### src/rtl/stopwatch_encoder_panel_macros.svh
// Assertion macros shared by the stopwatch encoder panel RTL.
// Expects clk_i and rst_ni in the scope of each use.
`ifndef STOPWATCH_ENCODER_PANEL_MACROS_SVH
`define STOPWATCH_ENCODER_PANEL_MACROS_SVH

// property checked on every rising clock edge outside reset
`define SWEP_ASSERT(name, prop, msg) \
  name: assert property (@(posedge clk_i) disable iff (!rst_ni) (prop)) else $error(msg);

// condition that must never hold outside reset
`define SWEP_ASSERT_NEVER(name, cond, msg) \
  `SWEP_ASSERT(name, !(cond), msg)

`endif

### src/rtl/swep_pkg.sv
// Package for the stopwatch encoder panel: widths, constants and shared types.
// No dependencies.
package swep_pkg;

  localparam int unsigned TimeWidthDef  = 32;
  localparam int unsigned LevelWidthDef = 16;

  localparam int unsigned DebounceW     = 16;
  localparam logic [DebounceW-1:0] DebounceReset = 16'd200;

  localparam int unsigned MsPerSec  = 1000;
  localparam int unsigned SecPerMin = 60;
  localparam int unsigned MsW       = 10;
  localparam int unsigned SecW      = 6;
  localparam int unsigned MinW      = 17;
  localparam int unsigned IntensW   = 16;

  localparam int unsigned InW      = 8;
  localparam int unsigned OutW     = 48;
  localparam int unsigned OutBits  = 1 + 1 + MinW + SecW + IntensW + 1;

  // input word bit positions
  localparam int unsigned InMode  = 0;
  localparam int unsigned InStart = 1;
  localparam int unsigned InStop  = 2;
  localparam int unsigned InEncA  = 3;
  localparam int unsigned InEncB  = 4;
  localparam int unsigned InTick  = 5;

  typedef struct packed {
    logic inc;
    logic clr;
  } timer_ctrl_t;

endpackage

### src/rtl/swep_timer.sv
// Elapsed-time counter kept as milliseconds, seconds and minutes digits.
// Depends on swep_pkg.
module swep_timer #(
  parameter int unsigned TIME_WIDTH = swep_pkg::TimeWidthDef
) (
  input  logic                         clk_i,
  input  logic                         rst_ni,
  input  swep_pkg::timer_ctrl_t        ctrl_i,
  output logic [swep_pkg::MinW-1:0]    minutes_o,
  output logic [swep_pkg::SecW-1:0]    seconds_o
);
  import swep_pkg::*;

  logic [TIME_WIDTH-1:0] elapsed_q, elapsed_d;
  logic [MsW-1:0]        ms_q, ms_d;
  logic [SecW-1:0]       sec_q, sec_d;
  logic [MinW-1:0]       min_q, min_d;

  always_comb begin
    elapsed_d = elapsed_q;
    ms_d      = ms_q;
    sec_d     = sec_q;
    min_d     = min_q;
    if (ctrl_i.clr || (ctrl_i.inc && (&elapsed_q))) begin
      elapsed_d = '0;
      ms_d      = '0;
      sec_d     = '0;
      min_d     = '0;
    end else if (ctrl_i.inc) begin
      elapsed_d = elapsed_q + 1'b1;
      if (ms_q == MsW'(MsPerSec - 1)) begin
        ms_d = '0;
        if (sec_q == SecW'(SecPerMin - 1)) begin
          sec_d = '0;
          min_d = min_q + 1'b1;
        end else begin
          sec_d = sec_q + 1'b1;
        end
      end else begin
        ms_d = ms_q + 1'b1;
      end
    end
  end

  always_ff @(posedge clk_i or negedge rst_ni) begin
    if (!rst_ni) begin
      elapsed_q <= '0;
      ms_q      <= '0;
      sec_q     <= '0;
      min_q     <= '0;
    end else begin
      elapsed_q <= elapsed_d;
      ms_q      <= ms_d;
      sec_q     <= sec_d;
      min_q     <= min_d;
    end
  end

  // next values, so the result register sees this sample's update
  assign minutes_o = min_d;
  assign seconds_o = sec_d;

endmodule

### src/rtl/stopwatch_encoder_panel.sv
// Stopwatch encoder panel top level: button lockout, mode, run control, encoder.
// Depends on swep_pkg, swep_timer and stopwatch_encoder_panel_macros.svh.
//
// Usage: each s_axis word is one pin sample (buttons active low, encoder
// A and B, millisecond tick). Every accepted sample yields exactly one
// m_axis word with mode, running flag, minutes, seconds, intensity and the
// stop click. The cfg channel writes the 16-bit debounce length in ms; it
// is always ready and is meant to be written while no sample is in flight.
// Path: an accepted sample is held in the input register and its result in
// the result register, whose valid flag drives m_axis_tvalid.
// Throughput: one sample per cycle while m_axis takes results; the state
// update is one pass of logic between the input and result registers.
// Stall: while the result is not taken the input register still holds one
// more sample, then s_axis_tready drops until m_axis_tready returns.
// Reset: counts, lockout and position clear, stopwatch mode, stopped,
// encoder A taken as high, debounce back to 200 ms, both channels empty.
`include "stopwatch_encoder_panel_macros.svh"

module stopwatch_encoder_panel #(
  parameter int unsigned TIME_WIDTH  = swep_pkg::TimeWidthDef,
  parameter int unsigned LEVEL_WIDTH = swep_pkg::LevelWidthDef
) (
  input  logic                           clk_i,
  input  logic                           rst_ni,
  input  logic                           s_axis_tvalid,
  output logic                           s_axis_tready,
  // [0] mode_button_n, [1] start_button_n, [2] stop_button_n,
  // [3] enc_a, [4] enc_b, [5] ms_tick, [7:6] zero
  input  logic [swep_pkg::InW-1:0]       s_axis_tdata,
  output logic                           m_axis_tvalid,
  input  logic                           m_axis_tready,
  // [0] mode_out, [1] is_running, [18:2] minutes, [24:19] seconds,
  // [40:25] intensity_level, [41] click_pulse, [47:42] zero
  output logic [swep_pkg::OutW-1:0]      m_axis_tdata,
  input  logic                           cfg_valid_i,
  output logic                           cfg_ready_o,
  input  logic [swep_pkg::DebounceW-1:0] cfg_data_i
);
  import swep_pkg::*;

  localparam int unsigned ExtW = (LEVEL_WIDTH > IntensW) ? LEVEL_WIDTH : IntensW;

  logic                   in_valid_q;
  logic [InW-1:0]         in_data_q;
  logic                   out_valid_q;
  logic [OutW-1:0]        out_data_q, out_data_d;
  logic [DebounceW-1:0]   debounce_q;
  logic [TIME_WIDTH-1:0]  now_q, now_d, last_q, last_d;
  logic                   run_q, run_d, mode_q, mode_d, prev_a_q;
  logic [LEVEL_WIDTH-1:0] pos_q, pos_d;
  logic                   advance, lock_open;
  logic                   mode_p, start_p, stop_p, enc_a, enc_b, tick;
  logic                   mode_acc, start_acc, stop_acc;
  logic                   start_run, stop_halt, stop_clr;
  logic [ExtW-1:0]        pos_ext;
  logic [MinW-1:0]        minutes;
  logic [SecW-1:0]        seconds;
  timer_ctrl_t            tctrl;

  assign advance       = in_valid_q && (!out_valid_q || m_axis_tready);
  assign s_axis_tready = !in_valid_q || advance;
  assign m_axis_tvalid = out_valid_q;
  assign m_axis_tdata  = out_data_q;
  assign cfg_ready_o   = 1'b1;

  assign mode_p  = !in_data_q[InMode];
  assign start_p = !in_data_q[InStart];
  assign stop_p  = !in_data_q[InStop];
  assign enc_a   = in_data_q[InEncA];
  assign enc_b   = in_data_q[InEncB];
  assign tick    = in_data_q[InTick];

  always_comb begin
    now_d     = tick ? now_q + 1'b1 : now_q;
    lock_open = (now_d - last_q) > TIME_WIDTH'(debounce_q);
    // one accepted press blocks the rest of the sample
    mode_acc  = mode_p && lock_open;
    start_acc = start_p && lock_open && !mode_p;
    stop_acc  = stop_p && lock_open && !mode_p && !start_p;
    last_d    = (mode_acc || start_acc || stop_acc) ? now_d : last_q;
    mode_d    = mode_q ^ mode_acc;
    start_run = start_acc && !mode_q && !run_q;
    stop_halt = stop_acc && !mode_q && run_q;
    stop_clr  = stop_acc && !mode_q && !run_q;
    run_d     = start_run || (run_q && !stop_halt);
    tctrl.inc = advance && tick && run_q;
    tctrl.clr = advance && (start_run || stop_clr);
    pos_d     = pos_q;
    if (prev_a_q && !enc_a) begin
      pos_d = enc_b ? pos_q + 1'b1 : pos_q - 1'b1;
    end
    pos_ext    = ExtW'(pos_d);
  end

  assign out_data_d = OutW'({stop_acc, pos_ext[IntensW-1:0], seconds, minutes, run_d, mode_d});

  swep_timer #(
    .TIME_WIDTH(TIME_WIDTH)
  ) u_timer (
    .clk_i    (clk_i),
    .rst_ni   (rst_ni),
    .ctrl_i   (tctrl),
    .minutes_o(minutes),
    .seconds_o(seconds)
  );

  always_ff @(posedge clk_i or negedge rst_ni) begin
    if (!rst_ni) begin
      in_valid_q  <= 1'b0;
      out_valid_q <= 1'b0;
      debounce_q  <= DebounceReset;
      now_q       <= '0;
      last_q      <= '0;
      run_q       <= 1'b0;
      mode_q      <= 1'b0;
      pos_q       <= '0;
      prev_a_q    <= 1'b1;
    end else begin
      if (s_axis_tready) begin
        in_valid_q <= s_axis_tvalid;
      end
      if (advance) begin
        out_valid_q <= 1'b1;
      end else if (m_axis_tready) begin
        out_valid_q <= 1'b0;
      end
      if (cfg_valid_i && cfg_ready_o) begin
        debounce_q <= cfg_data_i;
      end
      if (advance) begin
        now_q    <= now_d;
        last_q   <= last_d;
        run_q    <= run_d;
        mode_q   <= mode_d;
        pos_q    <= pos_d;
        prev_a_q <= enc_a;
      end
    end
  end

  always_ff @(posedge clk_i) begin
    if (s_axis_tready) begin
      in_data_q <= s_axis_tdata;
    end
    if (advance) begin
      out_data_q <= out_data_d;
    end
  end

  `SWEP_ASSERT(a_one_press, $onehot0({mode_acc, start_acc, stop_acc}), "several presses taken")
  `SWEP_ASSERT(a_sec_range, seconds < SecW'(SecPerMin), "seconds out of range")
  `SWEP_ASSERT(a_hold_state, !advance |=> $stable(run_q) && $stable(mode_q) && $stable(pos_q),
               "state moved without a sample")
  `SWEP_ASSERT_NEVER(a_stall_cause, !s_axis_tready && !(out_valid_q && !m_axis_tready),
                     "input stalled with room downstream")
  `SWEP_ASSERT(a_click_stop, advance && stop_acc |=> out_valid_q && out_data_q[OutBits-1],
               "stop press not reported")

endmodule
### config.mk
export PLATFORM = sky130hd
export DESIGN_NAME = stopwatch_encoder_panel
export DESIGN_NICKNAME = d
export VERILOG_FILES = /design/src/rtl/swep_pkg.sv /design/src/rtl/swep_timer.sv /design/src/rtl/stopwatch_encoder_panel.sv
export VERILOG_INCLUDE_DIRS = /design/src /design/src/rtl
export SDC_FILE = /design/constraint.sdc
export NUM_CORES = 1
export LEC_CHECK = 0
export ABC_AREA = 1
export BUFFER_PORTS_ARGS = -buffer_cell sky130_fd_sc_hd__buf_2
export CAP_MARGIN = 25
export CORE_MARGIN = 2
export CORE_UTILIZATION = 44
export CTS_CLUSTER_SIZE = 25
export DETAILED_ROUTE_END_ITERATION = 10
export SLEW_MARGIN = 20
export SYNTH_ARGS = -nofsm -noshare
export SYNTH_HDL_FRONTEND = slang
export SYNTH_SLANG_ARGS = --single-unit
export TNS_END_PERCENT = 10
### constraint.sdc
create_clock -name clk_i -period 7.4 [get_ports clk_i]
set_clock_uncertainty 0.15 [all_clocks]
set_input_delay 0 -clock clk_i [delete_from_list [all_inputs] [get_ports clk_i]]
set_output_delay 0 -clock clk_i [all_outputs]
set_load 0.02 [all_outputs]
==> summary.txt <==
Place
  – I/O Buffers: 70
  – Detail Placement HPWL: 22390 um
  – Placed cell area: 14620 um2
  – Gp weighted congestion: 0.9064

Yosys
  – Synth area leaders: dfrtp_1, nand2_1, edfxtp_1
  – Post-synthesis adder-cell area fraction: 6.195%
  – Main flop type after synthesis: dfrtp_1
  – Post-synthesis mux area share: 0.2954%
  – Seq/Total Area, Yosys: 40.07%
  – Yosys Warn Count: 0
  – Syn Area/Cell: 7.629 um2
  – Netlist Area Pre-Place: 13980 um2
  – Post-synth EDFFs: 48
  – Synth Area in Simple Gates: 31.21%
  – Post-synthesis cell count: 1832
  – Largest family of logic cells by synthesized area: simple AND/OR/NAND/NOR gates
  – Netlist cell types: 53
  – Post-synth ARST share: 77.57%
  – Synthesized flop and latch total: 214
  – Xor/xnor share of the synthesized area: 6.204%
  – Leading area contributor after synthesis: dfrtp_1
  – Count leader, synth: nand2_1
  – Commonest cells in the netlist: nand2_1, inv_1, dfrtp_1
  – Compound-Gate Fraction of Synth Area: 5.819%
  – Post-synth top area share: 29.01%

Worst setup path
  – CP Capture Type: flop
  – CP delay by family, top: simple AND/OR/NAND/NOR gates
  – Crit-path max cell delay: 0.59 ns
  – Worst path slowest cell: edfxtp_1
  – Top cell by count, worst path: nor2_1
  – Crit path buffers/inverters: 3
  – Setup CP Type: flop to flop
  – Setup crit start kind: flop
  – Crit path DAT: 6.51 ns
  – Req. time, crit path: 7.66 ns
  – Crit-path max FO: 29

Route
  – Via count: 11574
  – Drt drc: 0
  – DR WL/cell: 13.32 um
  – Vias/cell: 4.857
  – Final WL: 31740 um
  – Post-route ant nets: 0
  – DRT iter0 DRCs: 847
  – Drt pass-1 iters: 5

Layout
  – Layout Nets: 2058
  – Area grow syn2layout: 15.15%
  – Filler cells: 3081
  – Fin area: 16090 um2
  – Antenna Diode Count: 0
  – Layout cells sized above 1: 10.80%

Die
  – Die Y: 182.2 um
  – Die area: 33200 um2
  – FP Rows: 65
  – Top Ports: 80
  – Initial Utilization: 44.52%
  – Core footprint: 31390 um2
  – Die extent in x: 182.2 um

Worst hold path
  – Worst hold-check path type: input pin to flop

Timing
  – RSZ-0062 raised after global routing: no
  – Fin Setup TNS: 0 ns
  – Final setup viols: 0
  – Final period utilization: 84.40%
  – Hold WS: 0.02545 ns
  – Worst-Margin Slew: 0.9627 ns
  – Fmax achieved: 160.1 MHz
  – Post-layout minimum cycle time: 6.246 ns
  – Final Hold Vio Count: 0
  – Slew Viols, Final: 0
  – Max transition margin: 35.82%

Global route
  – Largest net degree at the start of global routing: 90
  – Vias in the first global route: 11049
  – Total GRT Usage: 19.63%
  – Initial antenna violation count: 0
  – Gr ovfl total: 0
  – Global-route wire length before repair: 54270 um

Clocking
  – Clock latency on the worst-skew pair: 0.54 ns
  – CTS tree: built
  – Number of H-tree levels: 1
  – Setup Fix Bufs, Post-CTS: 0
  – CTS sink cnt: 214
  – Reg clk slew, reported paths: 0.06 ns
  – Num CTS Buffers: 26
  – Clock Path Buffers: 3
  – Root Buffer: clkbuf_16

Pwr
  – Lkg Pwr: 7.881 nW
  – PwrDens: 374.7 nW/um2
  – Max rail drop VDD: 0.0002840 V

Flow run
  – Max_cap viols: 0

Outcome
  – Run status: finished, final reports clean
==> stage by stage <==
step	util [%]	std cells	worst slack (ns)	total power, mW
2_1_floorplan	-	1837	2.709	4.036
3_3_place_gp	46.57	2272	1.247	4.718
3_5_place_dp	46.57	2272	1.155	4.754
4_1_cts	51.26	2383	1.131	6.059
5_1_grt	51.26	2383	0.5734	6.623
6_report	51.26	2383	1.154	6.030
==> worst register-to-register path, delay by kind of cell, from the launching register on <==
| kind | cells | cell delay [ns] |
|---|---|---|
| adders and majority gates | 2 | 0.64 |
| and+or+nand+nor | 25 | 3.24 |
| DFF | 1 | 0.59 |
| xor gates and xnor gates | 2 | 0.45 |
| AOI/OAI and AO/OA | 2 | 0.42 |
| buffers and inverters | 3 | 0.63 |
==> final cells by class <==
| cell class | instances | area (um2) | area share (%) |
|---|---|---|---|
| clock buffers | 34 | 690.7 | 4.292 |
| clock inverters | 14 | 135.1 | 0.8397 |
| multi-input cells | 1282 | 6980 | 43.38 |
| repair buffers | 139 | 1062 | 6.601 |
| inverters | 298 | 1121 | 6.966 |
| flip-flops and latches | 214 | 5600 | 34.80 |
| well taps | 402 | 503.0 | 3.125 |
==> sequential cells by signal, summed over array words and instances, names as in the netlist <==
register           flops
u_timer.sec_q          6
last_q                32
mode_q                 1
u_timer.min_q         17
u_timer.elapsed_q     32
debounce_q            16
run_q                  1
pos_q                 16
in_data_q              6
now_q                 32
m_axis_tvalid          1
prev_a_q               1
m_axis_tdata          42
in_valid_q             1
u_timer.ms_q          10
==> where the power goes <==
group | switching [mW] | internal (mW)
Combinational | 2.09 | 1.10
Clock | 0.496 | 0.727
Sequential | 0.150 | 1.46
Total | 2.74 | 3.29
==> path summary, 6_finish.rpt <==
check / end / depth (start not counted) / slack, ns / startpoint
setup / recovery: u_timer.elapsed_q[25]$_DFFE_PN0P_ / 34 / 1.15 / in_data_q[5]$_DFFE_PP_
hold / removal: in_data_q[3]$_DFFE_PP_ / 2 / 0.03 / s_axis_tdata[3]
setup reg to reg: u_timer.elapsed_q[25]$_DFFE_PN0P_ / 34 / 1.15 / in_data_q[5]$_DFFE_PP_
hold reg to reg: last_q[19]$_DFFE_PN0P_ / 2 / 0.32 / last_q[19]$_DFFE_PN0P_
max in group asynchronous: u_timer.elapsed_q[7]$_DFFE_PN0P_ / 5 / 5.25 / rst_ni
min in group asynchronous: prev_a_q$_DFFE_PN1P_ / 3 / 0.42 / rst_ni
==> cells by family after synthesis <==
group / after synthesis
AO/OA/AOI/OAI: 150
XOR/XNOR: 99
adder cells (fa/ha/maj): 68
buffers and inverters: 341
flip-flops: 214
multiplexers: 4
other: 2
AND/OR/NAND/NOR: 954
==> what timing repair did <==
item,in CTS,in global routing
resized for setup,0,0
hold buffers,63,0
hold endpoints to repair,102,0
==> cell usage in the layout (no fill, tap or decap), types with 7 or more instances in the layout <==
master           n
nand2_1        548
inv_1          287
dfrtp_1        162
nor2_1         128
nand3_1        115
xor2_1          85
o21ai_0         79
buf_2           69
ha_1            66
dlygate4sd3_1   62
a21oi_1         48
edfxtp_1        48
nor2_4          41
nor3_1          37
nand4_1         30
clkbuf_16       26
nor2_2          18
xnor2_1         14
inv_2            9
nor3_2           7
nand2_2          7
nor4_1           7
conb_1           7
clkbuf_1         7
==> per-layer routing <==
layer,vias up,wire length (um),track usage (%)
met1,5319,15310,28.03
met3,41,1191,2.075
met4,0,637,4.516
met5,-,0,0
met2,215,14600,32.21
li1,5999,-,-
(Power assumes the default switching activity.)
